[config.mk]
export PLATFORM = sky130hd
export DESIGN_NAME = double_ended_queue_core
export DESIGN_NICKNAME = d
export VERILOG_FILES = /design/src/rtl/dq_pkg.sv /design/src/rtl/dq_ram.sv /design/src/rtl/dq_dp.sv /design/src/rtl/dq_ctrl.sv /design/src/rtl/double_ended_queue_core.sv
export SDC_FILE = /design/constraint.sdc
export NUM_CORES = 1
export LEC_CHECK = 0
export BUFFER_PORTS_ARGS = -buffer_cell sky130_fd_sc_hd__buf_2
export CAP_MARGIN = 20
export CORE_ASPECT_RATIO = 0.6
export CORE_MARGIN = 2
export CORE_UTILIZATION = 35
export CTS_BUF_LIST = sky130_fd_sc_hd__clkbuf_4 sky130_fd_sc_hd__clkbuf_8
export DETAILED_ROUTE_END_ITERATION = 10
export PLACE_DENSITY = 0.56
export SETUP_SLACK_MARGIN = 0.3
export SLEW_MARGIN = 25
export SYNTH_ARGS = -nofsm -noshare
export SYNTH_HDL_FRONTEND = slang
export SYNTH_HIERARCHICAL = 1
export SYNTH_SLANG_ARGS = --single-unit
[constraint.sdc]
create_clock -name clk -period 12.2 [get_ports clk]
set_input_delay 0.61 -clock clk [delete_from_list [all_inputs] [get_ports clk]]
set_output_delay 0.61 -clock clk [all_outputs]
set_load 0.05 [all_outputs]
[src/rtl/dq_pkg.sv]
`default_nettype none
package dq_pkg;

  localparam logic [1:0] OP_PUSH  = 2'd0;
  localparam logic [1:0] OP_POP   = 2'd1;
  localparam logic [1:0] OP_PEEK  = 2'd2;
  localparam logic [1:0] OP_CLEAR = 2'd3;

  localparam logic END_FRONT = 1'b0;
  localparam logic END_REAR  = 1'b1;

  localparam logic [1:0] ST_OK    = 2'd0;
  localparam logic [1:0] ST_EMPTY = 2'd1;
  localparam logic [1:0] ST_FULL  = 2'd2;

  localparam int WORD_BITS  = 32;
  localparam int COUNT_BITS = 5;

  typedef struct packed {
    logic wr;
    logic wr_rear;
    logic rd;
    logic rd_rear;
    logic pop;
    logic clear;
  } dq_cmd_t;

  typedef struct packed {
    logic empty;
    logic full;
  } dq_sts_t;

endpackage
`default_nettype wire

[src/rtl/dq_ram.sv]
`default_nettype none
module dq_ram #(
  parameter int WIDTH = 32,
  parameter int DEPTH = 16
) (
  input  wire logic                     clk,
  input  wire logic                     we,
  input  wire logic [$clog2(DEPTH)-1:0] waddr,
  input  wire logic [WIDTH-1:0]         wdata,
  input  wire logic [$clog2(DEPTH)-1:0] raddr,
  output logic      [WIDTH-1:0]         rdata
);

  logic [WIDTH-1:0] mem [DEPTH];

  always_ff @(posedge clk) begin
    if (we) begin
      mem[waddr] <= wdata;
    end
    rdata <= mem[raddr];
  end

endmodule
`default_nettype wire

[src/rtl/dq_dp.sv]
`default_nettype none
module dq_dp
  import dq_pkg::*;
#(
  parameter int DEPTH     = 16,
  parameter int ELEM_BITS = 32
) (
  input  wire logic                         clk,
  input  wire logic                         rst_n,
  input  wire dq_cmd_t                      cmd,
  input  wire logic signed [WORD_BITS-1:0]  push_value,
  output dq_sts_t                           sts,
  output logic signed [WORD_BITS-1:0]       data_out,
  output logic [COUNT_BITS-1:0]             entry_count,
  output logic                              is_empty
);

  localparam int AW = $clog2(DEPTH);
  localparam int CW = $clog2(DEPTH + 1);
  localparam logic [AW-1:0] LAST = AW'(DEPTH - 1);

  logic [AW-1:0] front_r, front_nxt;
  logic [AW-1:0] rear_r, rear_nxt;
  logic [CW-1:0] count_r, count_nxt;
  logic          rd_sel_r;

  logic [AW-1:0] front_inc, front_dec, rear_inc, rear_dec;
  logic          we;
  logic [AW-1:0] waddr, raddr;
  logic [ELEM_BITS-1:0] wdata, rdata;
  logic [ELEM_BITS+WORD_BITS-1:0] wr_ext, rd_ext;
  logic [CW+COUNT_BITS-1:0] count_ext;

  assign front_inc = (front_r == LAST) ? '0 : front_r + AW'(1);
  assign front_dec = (front_r == '0) ? LAST : front_r - AW'(1);
  assign rear_inc  = (rear_r == LAST) ? '0 : rear_r + AW'(1);
  assign rear_dec  = (rear_r == '0) ? LAST : rear_r - AW'(1);

  assign sts.empty = (count_r == '0);
  assign sts.full  = (count_r == CW'(DEPTH));

  assign wr_ext = {{ELEM_BITS{1'b0}}, push_value};
  assign wdata  = wr_ext[ELEM_BITS-1:0];
  assign we     = cmd.wr;
  assign waddr  = cmd.wr_rear ? rear_r : front_dec;
  assign raddr  = cmd.rd_rear ? rear_dec : front_r;

  always_comb begin
    front_nxt = front_r;
    rear_nxt  = rear_r;
    count_nxt = count_r;
    if (cmd.clear) begin
      front_nxt = '0;
      rear_nxt  = '0;
      count_nxt = '0;
    end else if (cmd.wr) begin
      if (cmd.wr_rear) begin
        rear_nxt = rear_inc;
      end else begin
        front_nxt = front_dec;
      end
      count_nxt = count_r + CW'(1);
    end else if (cmd.rd && cmd.pop) begin
      if (cmd.rd_rear) begin
        rear_nxt = rear_dec;
      end else begin
        front_nxt = front_inc;
      end
      count_nxt = count_r - CW'(1);
    end
  end

  always_ff @(posedge clk) begin
    if (!rst_n) begin
      front_r  <= '0;
      rear_r   <= '0;
      count_r  <= '0;
      rd_sel_r <= 1'b0;
    end else begin
      front_r  <= front_nxt;
      rear_r   <= rear_nxt;
      count_r  <= count_nxt;
      rd_sel_r <= cmd.rd;
    end
  end

  dq_ram #(
    .WIDTH (ELEM_BITS),
    .DEPTH (DEPTH)
  ) u_ram (
    .clk   (clk),
    .we    (we),
    .waddr (waddr),
    .wdata (wdata),
    .raddr (raddr),
    .rdata (rdata)
  );

  assign rd_ext      = {{WORD_BITS{rdata[ELEM_BITS-1]}}, rdata};
  assign data_out    = rd_sel_r ? signed'(rd_ext[WORD_BITS-1:0]) : '0;
  assign count_ext   = {{COUNT_BITS{1'b0}}, count_r};
  assign entry_count = count_ext[COUNT_BITS-1:0];
  assign is_empty    = (count_r == '0);

endmodule
`default_nettype wire

[src/rtl/dq_ctrl.sv]
`default_nettype none
module dq_ctrl
  import dq_pkg::*;
(
  input  wire logic       clk,
  input  wire logic       rst_n,
  input  wire logic       start,
  input  wire logic [1:0] operation,
  input  wire logic       end_select,
  input  wire dq_sts_t    sts,
  output dq_cmd_t         cmd,
  output logic            busy,
  output logic            out_valid,
  output logic [1:0]      status
);

  typedef enum logic {
    S_IDLE,
    S_RESP
  } state_t;

  state_t     state_r;
  logic       valid_r;
  logic [1:0] status_r;
  logic [1:0] status_nxt;
  logic       accept;

  assign accept = start && (state_r == S_IDLE);

  always_comb begin
    cmd        = '0;
    status_nxt = ST_OK;
    if (accept) begin
      case (operation)
        OP_PUSH: begin
          if (sts.full) begin
            status_nxt = ST_FULL;
          end else begin
            cmd.wr      = 1'b1;
            cmd.wr_rear = (end_select == END_REAR);
          end
        end
        OP_POP, OP_PEEK: begin
          if (sts.empty) begin
            status_nxt = ST_EMPTY;
          end else begin
            cmd.rd      = 1'b1;
            cmd.rd_rear = (end_select == END_REAR);
            cmd.pop     = (operation == OP_POP);
          end
        end
        OP_CLEAR: begin
          cmd.clear = 1'b1;
        end
        default: begin
          cmd = '0;
        end
      endcase
    end
  end

  always_ff @(posedge clk) begin
    if (!rst_n) begin
      state_r  <= S_IDLE;
      valid_r  <= 1'b0;
      status_r <= ST_OK;
    end else begin
      case (state_r)
        S_IDLE: begin
          if (start) begin
            state_r  <= S_RESP;
            valid_r  <= 1'b1;
            status_r <= status_nxt;
          end
        end
        S_RESP: begin
          state_r <= S_IDLE;
          valid_r <= 1'b0;
        end
        default: begin
          state_r <= S_IDLE;
          valid_r <= 1'b0;
        end
      endcase
    end
  end

  assign busy      = (state_r == S_RESP);
  assign out_valid = valid_r;
  assign status    = status_r;

endmodule
`default_nettype wire

[src/rtl/double_ended_queue_core.sv]
// A word accepted at a clock edge is presented on out_* for the following cycle.
// busy is high while the result is shown, since the controller enters its response state
// S_RESP after every accepted word; no new word is taken until it returns to S_IDLE.
// The receiver cannot stall: out_valid pulses for exactly one cycle per word.
// Reset (rst_n low, synchronous) empties the queue; ring contents are not cleared.
`default_nettype none
module double_ended_queue_core
  import dq_pkg::*;
#(
  parameter int DEPTH     = 16,
  parameter int ELEM_BITS = 32
) (
  input  wire logic                        clk,
  input  wire logic                        rst_n,
  input  wire logic                        start,
  output logic                             busy,
  input  wire logic [1:0]                  in_operation,
  input  wire logic                        in_end_select,
  input  wire logic signed [WORD_BITS-1:0] in_push_value,
  output logic                             out_valid,
  output logic signed [WORD_BITS-1:0]      out_data_out,
  output logic [1:0]                       out_status,
  output logic [COUNT_BITS-1:0]            out_entry_count,
  output logic                             out_is_empty
);

  dq_cmd_t cmd;
  dq_sts_t sts;

  dq_ctrl u_ctrl (
    .clk        (clk),
    .rst_n      (rst_n),
    .start      (start),
    .operation  (in_operation),
    .end_select (in_end_select),
    .sts        (sts),
    .cmd        (cmd),
    .busy       (busy),
    .out_valid  (out_valid),
    .status     (out_status)
  );

  dq_dp #(
    .DEPTH     (DEPTH),
    .ELEM_BITS (ELEM_BITS)
  ) u_dp (
    .clk         (clk),
    .rst_n       (rst_n),
    .cmd         (cmd),
    .push_value  (in_push_value),
    .sts         (sts),
    .data_out    (out_data_out),
    .entry_count (out_entry_count),
    .is_empty    (out_is_empty)
  );

`ifndef SYNTHESIS
  a_accept_resp: assert property (@(posedge clk) disable iff (!rst_n)
    start && !busy |=> out_valid)
    else $error("accepted word produced no result");

  a_single_pulse: assert property (@(posedge clk) disable iff (!rst_n)
    out_valid |=> !out_valid)
    else $error("result strobe longer than one cycle");

  a_busy_match: assert property (@(posedge clk) disable iff (!rst_n)
    out_valid == busy)
    else $error("busy does not track result cycle");

  a_empty_err: assert property (@(posedge clk) disable iff (!rst_n)
    out_valid && out_status == ST_EMPTY |-> out_is_empty && out_data_out == '0)
    else $error("empty error with stored words or data");
`endif

endmodule
`default_nettype wire
=== Word-level counts from Yosys, hierarchy flattened ===
Memory sizes are Yosys's and may differ from the RTL's. A register that Yosys moved wholly into a read port is not among the register bits.
Index checks and enable logic that the tools add are counted.

* Memories: 1
* Logic and storage cells: 72
* Input bits: 38
* Bits in registers: 18
* ROM bits: 0
* Bits in writable memories: 512
* Latch bits: 0

* Bitwise gates (word level): 2
* Equal/unequal tests: 10
* Multiplexer cells: 33
* $add $sub $neg: 6
* Magnitude comparators: 0
* Reduce and logical (&&, ||, !) cells: 13
* Div/mod/pow operators: 0
* Shifts and indexed selects: 0
* $mul: 0

{| class="wikitable"
|+ Memory list
! memory !! depth !! bits a word !! read ports !! clocked after memory_dff !! write ports !! line !! RTL
|-
| u_dp.u_ram.mem || 16 || 32 || 1 || 1 || 1 || dq_ram.sv:14 || <nowiki>logic [WIDTH-1:0] mem [DEPTH];</nowiki>
|}

{| class="wikitable"
|+ Operators by type and width
! cell !! count
|-
| $mux W4 || 14
|-
| $mux W32 || 1
|-
| $mux W5 || 2
|-
| $add A4 B1 Y4 const B || 2
|-
| $eq A4 B4 Y1 const B || 2
|-
| $logic_not A4 Y1 || 2
|-
| $mux W2 || 4
|-
| $sub A4 B1 Y4 const B || 2
|-
| $mux W1 || 6
|-
| $mux W3 || 2
|-
| $mux W6 || 1
|-
| $ne A2 B2 Y1 const B || 3
|-
| $reduce_and A3 Y1 || 2
|-
| $add A5 B1 Y5 const B || 1
|-
| $eq A5 B5 Y1 const B || 1
|-
| $logic_not A5 Y1 || 1
|-
| $sub A5 B1 Y5 const B || 1
|-
| $eq A2 B2 Y1 const B || 2
|-
| $pmux W1 S2 || 2
|-
| $pmux W2 S2 || 1
|-
| $reduce_bool A2 Y1 || 2
|-
| $reduce_or A2 Y1 || 2
|-
| $eq A2 B1 Y1 const B || 1
|-
| $logic_and A1 B1 Y1 || 2
|-
| other kinds (4) || 5
|}

=== Depth between registers and ports, before layout ===
Gate-level depths: netlist (run 1).

* Depth in word-level cells: 7
* Mapped depth: 13

=== Modules after synthesis ===
The synthesis (run 1) kept the hierarchy.

{| class="wikitable"
|+ By module, submodules not included
! module !! area each (µm²) !! sequential area each (µm²) !! cells an instance !! times used
|-
| dq_ram || 19835.3 || 16015.4 || 838 || 1
|-
| dq_dp || 1303.8 || 280.3 || 171 || 1
|-
| dq_ctrl || 264.0 || 80.1 || 27 || 1
|}

=== Worst setup path after synthesis (run 1) ===
Ideal clock, no wire load.

* Path type: register to register
* Start point: register u_dp.count_r[1], in the netlist u_dp/entry_count[1]
* End point: memory u_dp.u_ram.mem[0][0], enable pin
* Path slack: 6.967 ns
* Cell stages (with the launch flop): 9
* Data arrival time: 4.772 ns
* Period minus slack after synthesis: 5.233 ns
* Data required time: 11.739 ns
* Setup time: 0.461 ns
* Path buffers: 1
* Cells stage by stage: dfxtp_1 -> or4_1 -> nor2_1 -> nor3b_2 -> and2_1 -> buf_2 -> mux2_2 -> or3b_2 -> nor3_1

{| class="wikitable"
|+ RTL lines
! what !! line !! RTL
|-
| start: declaration || dq_dp.sv:24 || <nowiki>logic [CW-1:0] count_r, count_nxt;</nowiki>
|-
| start signal: assignment || dq_dp.sv:82 || <nowiki>count_r <= count_nxt;</nowiki>
|-
| end: declaration || dq_ram.sv:14 ||
|}

==> reports/summary.txt, run 1 <==
outcome - finished, final reports clean
Netlist Area Pre-Place - 21400 sq um
leading area contributor after synthesis - edfxtp_1
Most Frequent Cell on Critical Path - buf_4
min-delay worst type - input port to register
register area share after synthesis - 76.5%
worst hold stages - 2
ANT cells - 0
final hold viol count - 0
post-CTS setup buffer count - 0
DR WL/cell - 23.8 um
r2r endpoint - u_dp/u_ram/mem[15][28]$_DFFE_PP_
FMAX - 230 MHz
Min-Delay Endpoint - u_ctrl/busy$_SDFF_PP0_
H-Tree Depth - 3
hold buffers post-CTS - 0
Clk pin slew, worst setup/hold paths - 0.07 ns
Post-synth ARST share - 0%
initial antenna violation count - 3
die height - 196 um
Synth area leaders - edfxtp_1 (72%), mux4_2 (13%), dfxtp_1 (4.7%)
vias - 10500
layout cells sized above 1 - 33.0%
largest net degree at the start of global routing - 129
Initial DRC Count - 921
syn nets - 1086
ys flop type - edfxtp_1
PostCTS Resize Cnt - 0
DIE AREA - 63200 sq um
critical path required time - 12.50 ns
Post-DRT Antenna Nets - 0
buffers and inverters on the worst path - 2
Peak VDD IR - 0.0744 mV
Final period util - 35.7%
Rel. slew slack - 38.4%
DRC - 0
setup ws final - 7.85 ns
Avg Inst Size Synth - 20.7 sq um
Crit path depth - 9
Max-Cap Viols - 0
setup_tns - 0 ns
grt total ovfl - 0
DIE WIDTH - 323 um
critical path arrival - 4.66 ns
All-Layer GR Usage - 15.7%
share of the synthesized area in the top cell type - 71.8%
CTS Buf Count - 82
IO buf count - 79
PD cells - 157 nW/um^2
Post-Route WL - 49.2 mm
Via-to-Cell Ratio - 5.08
pre-CTS setup slack - 7.48 ns
Yosys reg bits - 562
Period minus WS final - 4.35 ns
Hold Startpoint - rst_n
clk sinks - 562
Ports - 80
cell row count - 70
clock root cell - clkbuf_8
Critical Path, Cell by Cell - or4_1, nor2_1, nor3b_2, buf_4, and2_1, mux2i_1, nand2_1, nor2_4, buf_4
Clock Tree Buf Depth - 3
area of the core - 60700 sq um
crit-path max cell delay - 0.75 ns
TritonCTS clock tree - yes
Crit path max-delay family - simple AND/OR/NAND/NOR gates
r2r setup slk - 7.85 ns
skew final - 0.0295 ns
worst-path fanout max - 20
path depth of the worst reg2reg path - 9
number of synthesized flops with an enable pin - 512
Crit Path Category - register to register
RSZ-0062 raised after global routing - no
CP Capture Type - register
first-pass GRT wire length - 71.9 mm
Worst Setup SP - u_dp/entry_count[3]$_SDFFE_PP0P_
CP max-delay cell - nor2_4
LEAKAGE - 7.84 nW
final core occ - 40.6%
Clock Latency Late Sink - 0.66 ns
Critical R2R Launch - u_dp/entry_count[3]$_SDFFE_PP0P_
vias in the first global route - 11000
drt pass-1 iters - 5
Slew @ Worst Pin - 0.924 ns
starting density of the core - 35.3%
hpwl dp - 24.3 mm
warnings from Yosys - 6
RD Place Congestion - 0.749
Mapped Cells - 1036
library cells used by synthesis - 47
area delta synth->final - 15.0%
Worst Setup Start Kind - register
Final setup viols - 0
Slew Limit Fails - 0
Total Nets Final - 1221
## power by group
| part | switching, mW | leakage, nW | total (mW) | internal, mW |
|---|---|---|---|---|
| combinational | 0.131 | 1.92 | 0.218 | 0.0869 |
| clock | 0.706 | 0.897 | 1.52 | 0.813 |
| sequential | 0.0110 | 5.02 | 2.14 | 2.13 |
## how the worst max path moves through the flow
stage	to	slack, ns
final	u_dp/u_ram/mem[15][28]$_DFFE_PP_	7.85
after global routing	u_dp/u_ram/rdata[14]$_DFF_P_	7.45
after CTS	u_dp/u_ram/rdata[10]$_DFF_P_	7.74
after detailed placement	u_dp/u_ram/rdata[14]$_DFF_P_	7.48
after global placement	u_dp/u_ram/rdata[8]$_DFF_P_	7.59
after floorplan	u_dp/u_ram/mem[0][0]$_DFFE_PP_	6.97
## per-layer routing
layer  vias up  routed length (um)  track usage, %
met2       300               22900            24.4
met3        75                3070            4.03
li1       4532                   -               -
met5         -                  40               0
met1      5580               22400            22.2
met4         6                 763            3.88
## per-stage QoR
stage | instances | hold slack [ns] | power (mW) | cell area [sq um]
3_3_place_gp | 1915 | 0.454 | 2.40 | 22900
6_report | 2067 | 0.266 | 3.87 | 24600
4_1_cts | 2067 | 0.188 | 3.93 | 24600
5_1_grt | 2067 | 0.219 | 4.02 | 24600
3_5_place_dp | 1915 | 0.469 | 2.40 | 22900
2_1_floorplan | 1036 | 0.492 | 2.32 | 21400
## flip-flops by register name, indices dropped and copies added, names as in the netlist
register and flops:
u_dp/u_ram/mem 512, u_dp/u_ram/rdata 32, u_dp/entry_count 5, u_dp/front_r 4, u_dp/rear_r 4, u_ctrl/status 2
u_ctrl/busy 1, u_ctrl/out_valid 1, u_dp/rd_sel_r 1
## worst register-to-register path, cell delays in order, from the launching register on
cell	delay [ns]
dfxtp_1	0.34
or4_1	0.57
nor2_1	0.22
nor3b_2	0.07
buf_4	0.21
and2_1	0.29
mux2i_1	0.60
nand2_1	0.45
nor2_4	0.75
buf_4	0.48
## cell type report
type,instances,area [sq um]
clock buffer,123,1510
clock inverter,29,161
fill,5413,36100
inverter,12,45.0
multi-input combinational,408,4870
sequential,562,16400
tap,828,1040
timing repair buffer,105,616
## synth_stat cells (3+ instances only)
cell type	number
dfxtp_1	50
nor2_1	29
edfxtp_1	512
nor3_1	8
mux2_2	3
buf_4	11
nand3_1	9
nor3b_1	3
mux4_2	128
nand3b_1	5
xnor2_1	6
buf_1	10
nor2b_1	7
o21ai_0	4
buf_2	9
nand4b_1	3
and2_1	38
nand2b_1	3
nand2_1	38
a21oi_1	13
a211oi_1	4
inv_1	12
a22oi_1	65
o2111ai_1	3
clkbuf_1	23
ha_1	11
## cell families after synthesis
kind of cell | Yosys count | synth area share (%)
AND/OR/NAND/NOR | 155 | 3.92
multiplexers | 133 | 13.7
flip-flops | 562 | 76.5
buffers and inverters | 66 | 1.45
adder cells (fa/ha/maj) | 12 | 0.737
AO/OA/AOI/OAI | 100 | 3.33
XOR/XNOR | 8 | 0.327
## cell usage in the layout (no fill, tap or decap), types with 3 or more instances in the layout
master,n
mux4_2,128
o2111ai_1,3
inv_1,12
nand4b_1,3
edfxtp_1,512
a21oi_1,11
clkinv_1,11
nor2b_1,5
a211oi_1,4
nor3_2,4
dfxtp_1,49
clkbuf_4,30
o21ai_0,4
clkbuf_8,93
nor2_1,16
ha_1,11
nand2_1,38
buf_4,24
a22oi_1,65
nor2_4,14
nand3_1,9
nor3_1,4
nand3b_1,5
buf_2,79
clkinv_2,15
nor3b_1,3
and2_1,37
xnor2_1,6
nand2b_1,3
mux2_2,3
(Power assumes the default switching activity.)
==> inputs of run 2 (changes only) <==
--- a/config.mk
+++ b/config.mk
@@ -12,7 +12,7 @@
 export CORE_UTILIZATION = 35
 export CTS_BUF_LIST = sky130_fd_sc_hd__clkbuf_4 sky130_fd_sc_hd__clkbuf_8
 export DETAILED_ROUTE_END_ITERATION = 10
-export PLACE_DENSITY = 0.56
+export PLACE_DENSITY = 0.58
 export SETUP_SLACK_MARGIN = 0.3
 export SLEW_MARGIN = 25
 export SYNTH_ARGS = -nofsm -noshare
==> constraint.sdc (replaced) <==
create_clock -name clk -period 4 [get_ports clk]
set_input_delay 0.2 -clock clk [delete_from_list [all_inputs] [get_ports clk]]
set_output_delay 0.2 -clock clk [all_outputs]
set_load 0.05 [all_outputs]
==> reports/summary.txt, run 2 (synthesis results as in run 1) <==
outcome - finished, final reports clean
post-CTS setup buffer count - 0 (unchanged)
Critical Path, Cell by Cell - or4_1, nor2_1, nor3b_2, and2_1, a21oi_4, buf_12, mux4_2, a22oi_1, nand2_1
largest net degree at the start of global routing - 56 (-57%)
Clk pin slew, worst setup/hold paths - 0.06 ns (about the same)
FMAX - 289 MHz (+26%)
buffers and inverters on the worst path - 1 (-1)
clock share of power - 39.1% (about the same)
TritonCTS clock tree - yes
Filler cells - 5278 (-2.5%)
clock root cell - clkbuf_8
RD Place Congestion - 0.736 (-1.6%)
commonest non-fill, non-tap cell in the layout - edfxtp_1
die height - 196 um (unchanged)
DIE AREA - 63200 sq um (unchanged)
critical path required time - 4.56 ns (-7.94 ns)
initial antenna violation count - 6 (+3)
Final period util - 86.6% (+51 points)
Biggest register - u_dp/u_ram/mem
LEAKAGE - 8.18 nW (+4.3%)
final hold viol count - 0 (unchanged)
area of the core - 60700 sq um (unchanged)
Slew @ Worst Pin - 0.936 ns (+0.0117 ns)
layout cells sized above 1 - 33.1% (+0.065 points)
vias - 10900 (+3.9%)
r2r setup slk - 0.54 ns (-7.31 ns)
critical path arrival - 4.02 ns (-0.64 ns)
starting density of the core - 35.3% (unchanged)
DRC - 0 (unchanged)
Clock Tree Buf Depth - 3 (unchanged)
most frequent cells in the layout - edfxtp_1 (512), mux4_2 (128), clkbuf_8 (88)
Slew Limit Fails - 0 (unchanged)
Crit path max-delay family - simple AND/OR/NAND/NOR gates
All-Layer GR Usage - 16.2% (+0.51 points)
skew final - 0.0427 ns (+0.0132 ns)
first-pass GRT wire length - 74.5 mm (+3.6%)
CP max-delay cell - a21oi_4
area delta synth->final - 18.4%
IO buf count - 79 (unchanged)
Period minus WS final - 3.46 ns (-0.888 ns)
Total Nets Final - 1279 (+4.8%)
Initial DRC Count - 1001 (+8.7%)
Via-to-Cell Ratio - 5.13 (+1.1%)
CTS Buf Count - 83 (+1.2%)
register area - 16400 sq um (about the same)
Multi-input gate area - 4900 sq um (+0.51%)
setup_tns - 0 ns (unchanged)
grt total ovfl - 0 (unchanged)
register share of total power - 54.7% (-0.5 points)
Peak VDD IR - 0.271 mV (+260%)
crit-path max cell delay - 0.57 ns (-0.18 ns)
Post-DRT Antenna Nets - 0 (unchanged)
Crit Path Category - register to register
Final setup viols - 0 (unchanged)
worst-path fanout max - 50 (+150%)
Comb pwr share - 6.2% (+0.6 points)
final core occ - 41.7% (+1.2 points)
Worst Setup Start Kind - register
max reg flops - 512 (unchanged)
Clock Latency Late Sink - 0.69 ns (+0.03 ns)
hold buffers post-CTS - 37 (+37)
internal power - 9.24 mW (+210%)
Ports - 80 (unchanged)
sw power - 2.70 mW (+220%)
Max-Cap Viols - 0 (unchanged)
clk sinks - 562 (unchanged)
cell row count - 70 (unchanged)
drt pass-1 iters - 5 (unchanged)
DR WL/cell - 23.7 um (-0.29%)
hpwl dp - 27.0 mm (+11%)
H-Tree Depth - 3 (unchanged)
CP Capture Type - register
Rel. slew slack - 37.4% (-0.93 points)
PD cells - 471 nW/um^2 (+200%)
PostCTS Resize Cnt - 0 (unchanged)
min-delay worst type - input port to register
Switching Fraction - 22.6% (+0.72 points)
DIE WIDTH - 323 um (unchanged)
RSZ-0062 raised after global routing - no
Post-Route WL - 50.4 mm (+2.5%)
vias in the first global route - 11200 (+1.8%)
-- run 2: worst min-delay path, stage by stage --
cell and delay [ns]:
buf_2 0.10, and2_1 0.24, o2111ai_1 0.13, a31oi_1 0.09
-- run 2: through the flow --
stage / total power [mW] / hold slack, ns / std cells / setup slack, ns / area, sq um
final: 11.9 / 0.175 / 2125 / 0.535 / 25300
after global routing: 12.4 / 0.171 / 2123 / 0.411 / 25300
after CTS: 12.1 / 0.0966 / 2122 / 0.557 / 25300
after detailed placement: 7.37 / 0.451 / 1935 / 0.542 / 23300
after global placement: 7.36 / 0.443 / 1935 / 0.572 / 23300
after floorplan: 7.09 / 0.299 / 1036 / 0.209 / 21500
-- run 2: worst paths after layout --
check,from,end,cells past startpoint
max reg2reg,u_dp/entry_count[3]$_SDFFE_PP0P_,u_dp/u_ram/rdata[13]$_DFF_P_,9
max,u_dp/entry_count[3]$_SDFFE_PP0P_,u_dp/u_ram/rdata[13]$_DFF_P_,9
min reg2reg,u_ctrl/status[0]$_SDFFE_PN0P_,u_ctrl/status[0]$_SDFFE_PN0P_,2
min,in_end_select,u_dp/rear_r[3]$_SDFFE_PP0P_,4
-- run 2: layout make-up --
| type | count | area share [%] |
|---|---|---|
| clock buffer | 121 | 5.76 |
| multi-input combinational | 408 | 19.3 |
| clock inverter | 29 | 0.839 |
| tap | 828 | 4.09 |
| sequential | 562 | 64.7 |
| timing repair buffer | 162 | 5.13 |
| antenna | 3 | 0.0296 |
| inverter | 12 | 0.178 |
-- run 2: metal layers --
| layer | up-vias | GRT usage, % | share of wire, % |
|---|---|---|---|
| met1 | 5742 | 23.8 | 46 |
| li1 | 4664 | - | - |
| met2 | 410 | 24.5 | 45 |
| met3 | 84 | 3.64 | 7.1 |
| met4 | 2 | 3.94 | 1.7 |
| met5 | - | 0 | 0.026 |
-- run 2: power by group through the flow --
stage | logic, mW | clock network (mW) | registers, mW
after floorplan | 0.448 | 0 | 6.64
after global placement | 0.702 | 0 | 6.66
after detailed placement | 0.711 | 0 | 6.65
after CTS | 0.746 | 4.81 | 6.53
after global routing | 0.797 | 5.08 | 6.53
final | 0.735 | 4.67 | 6.53
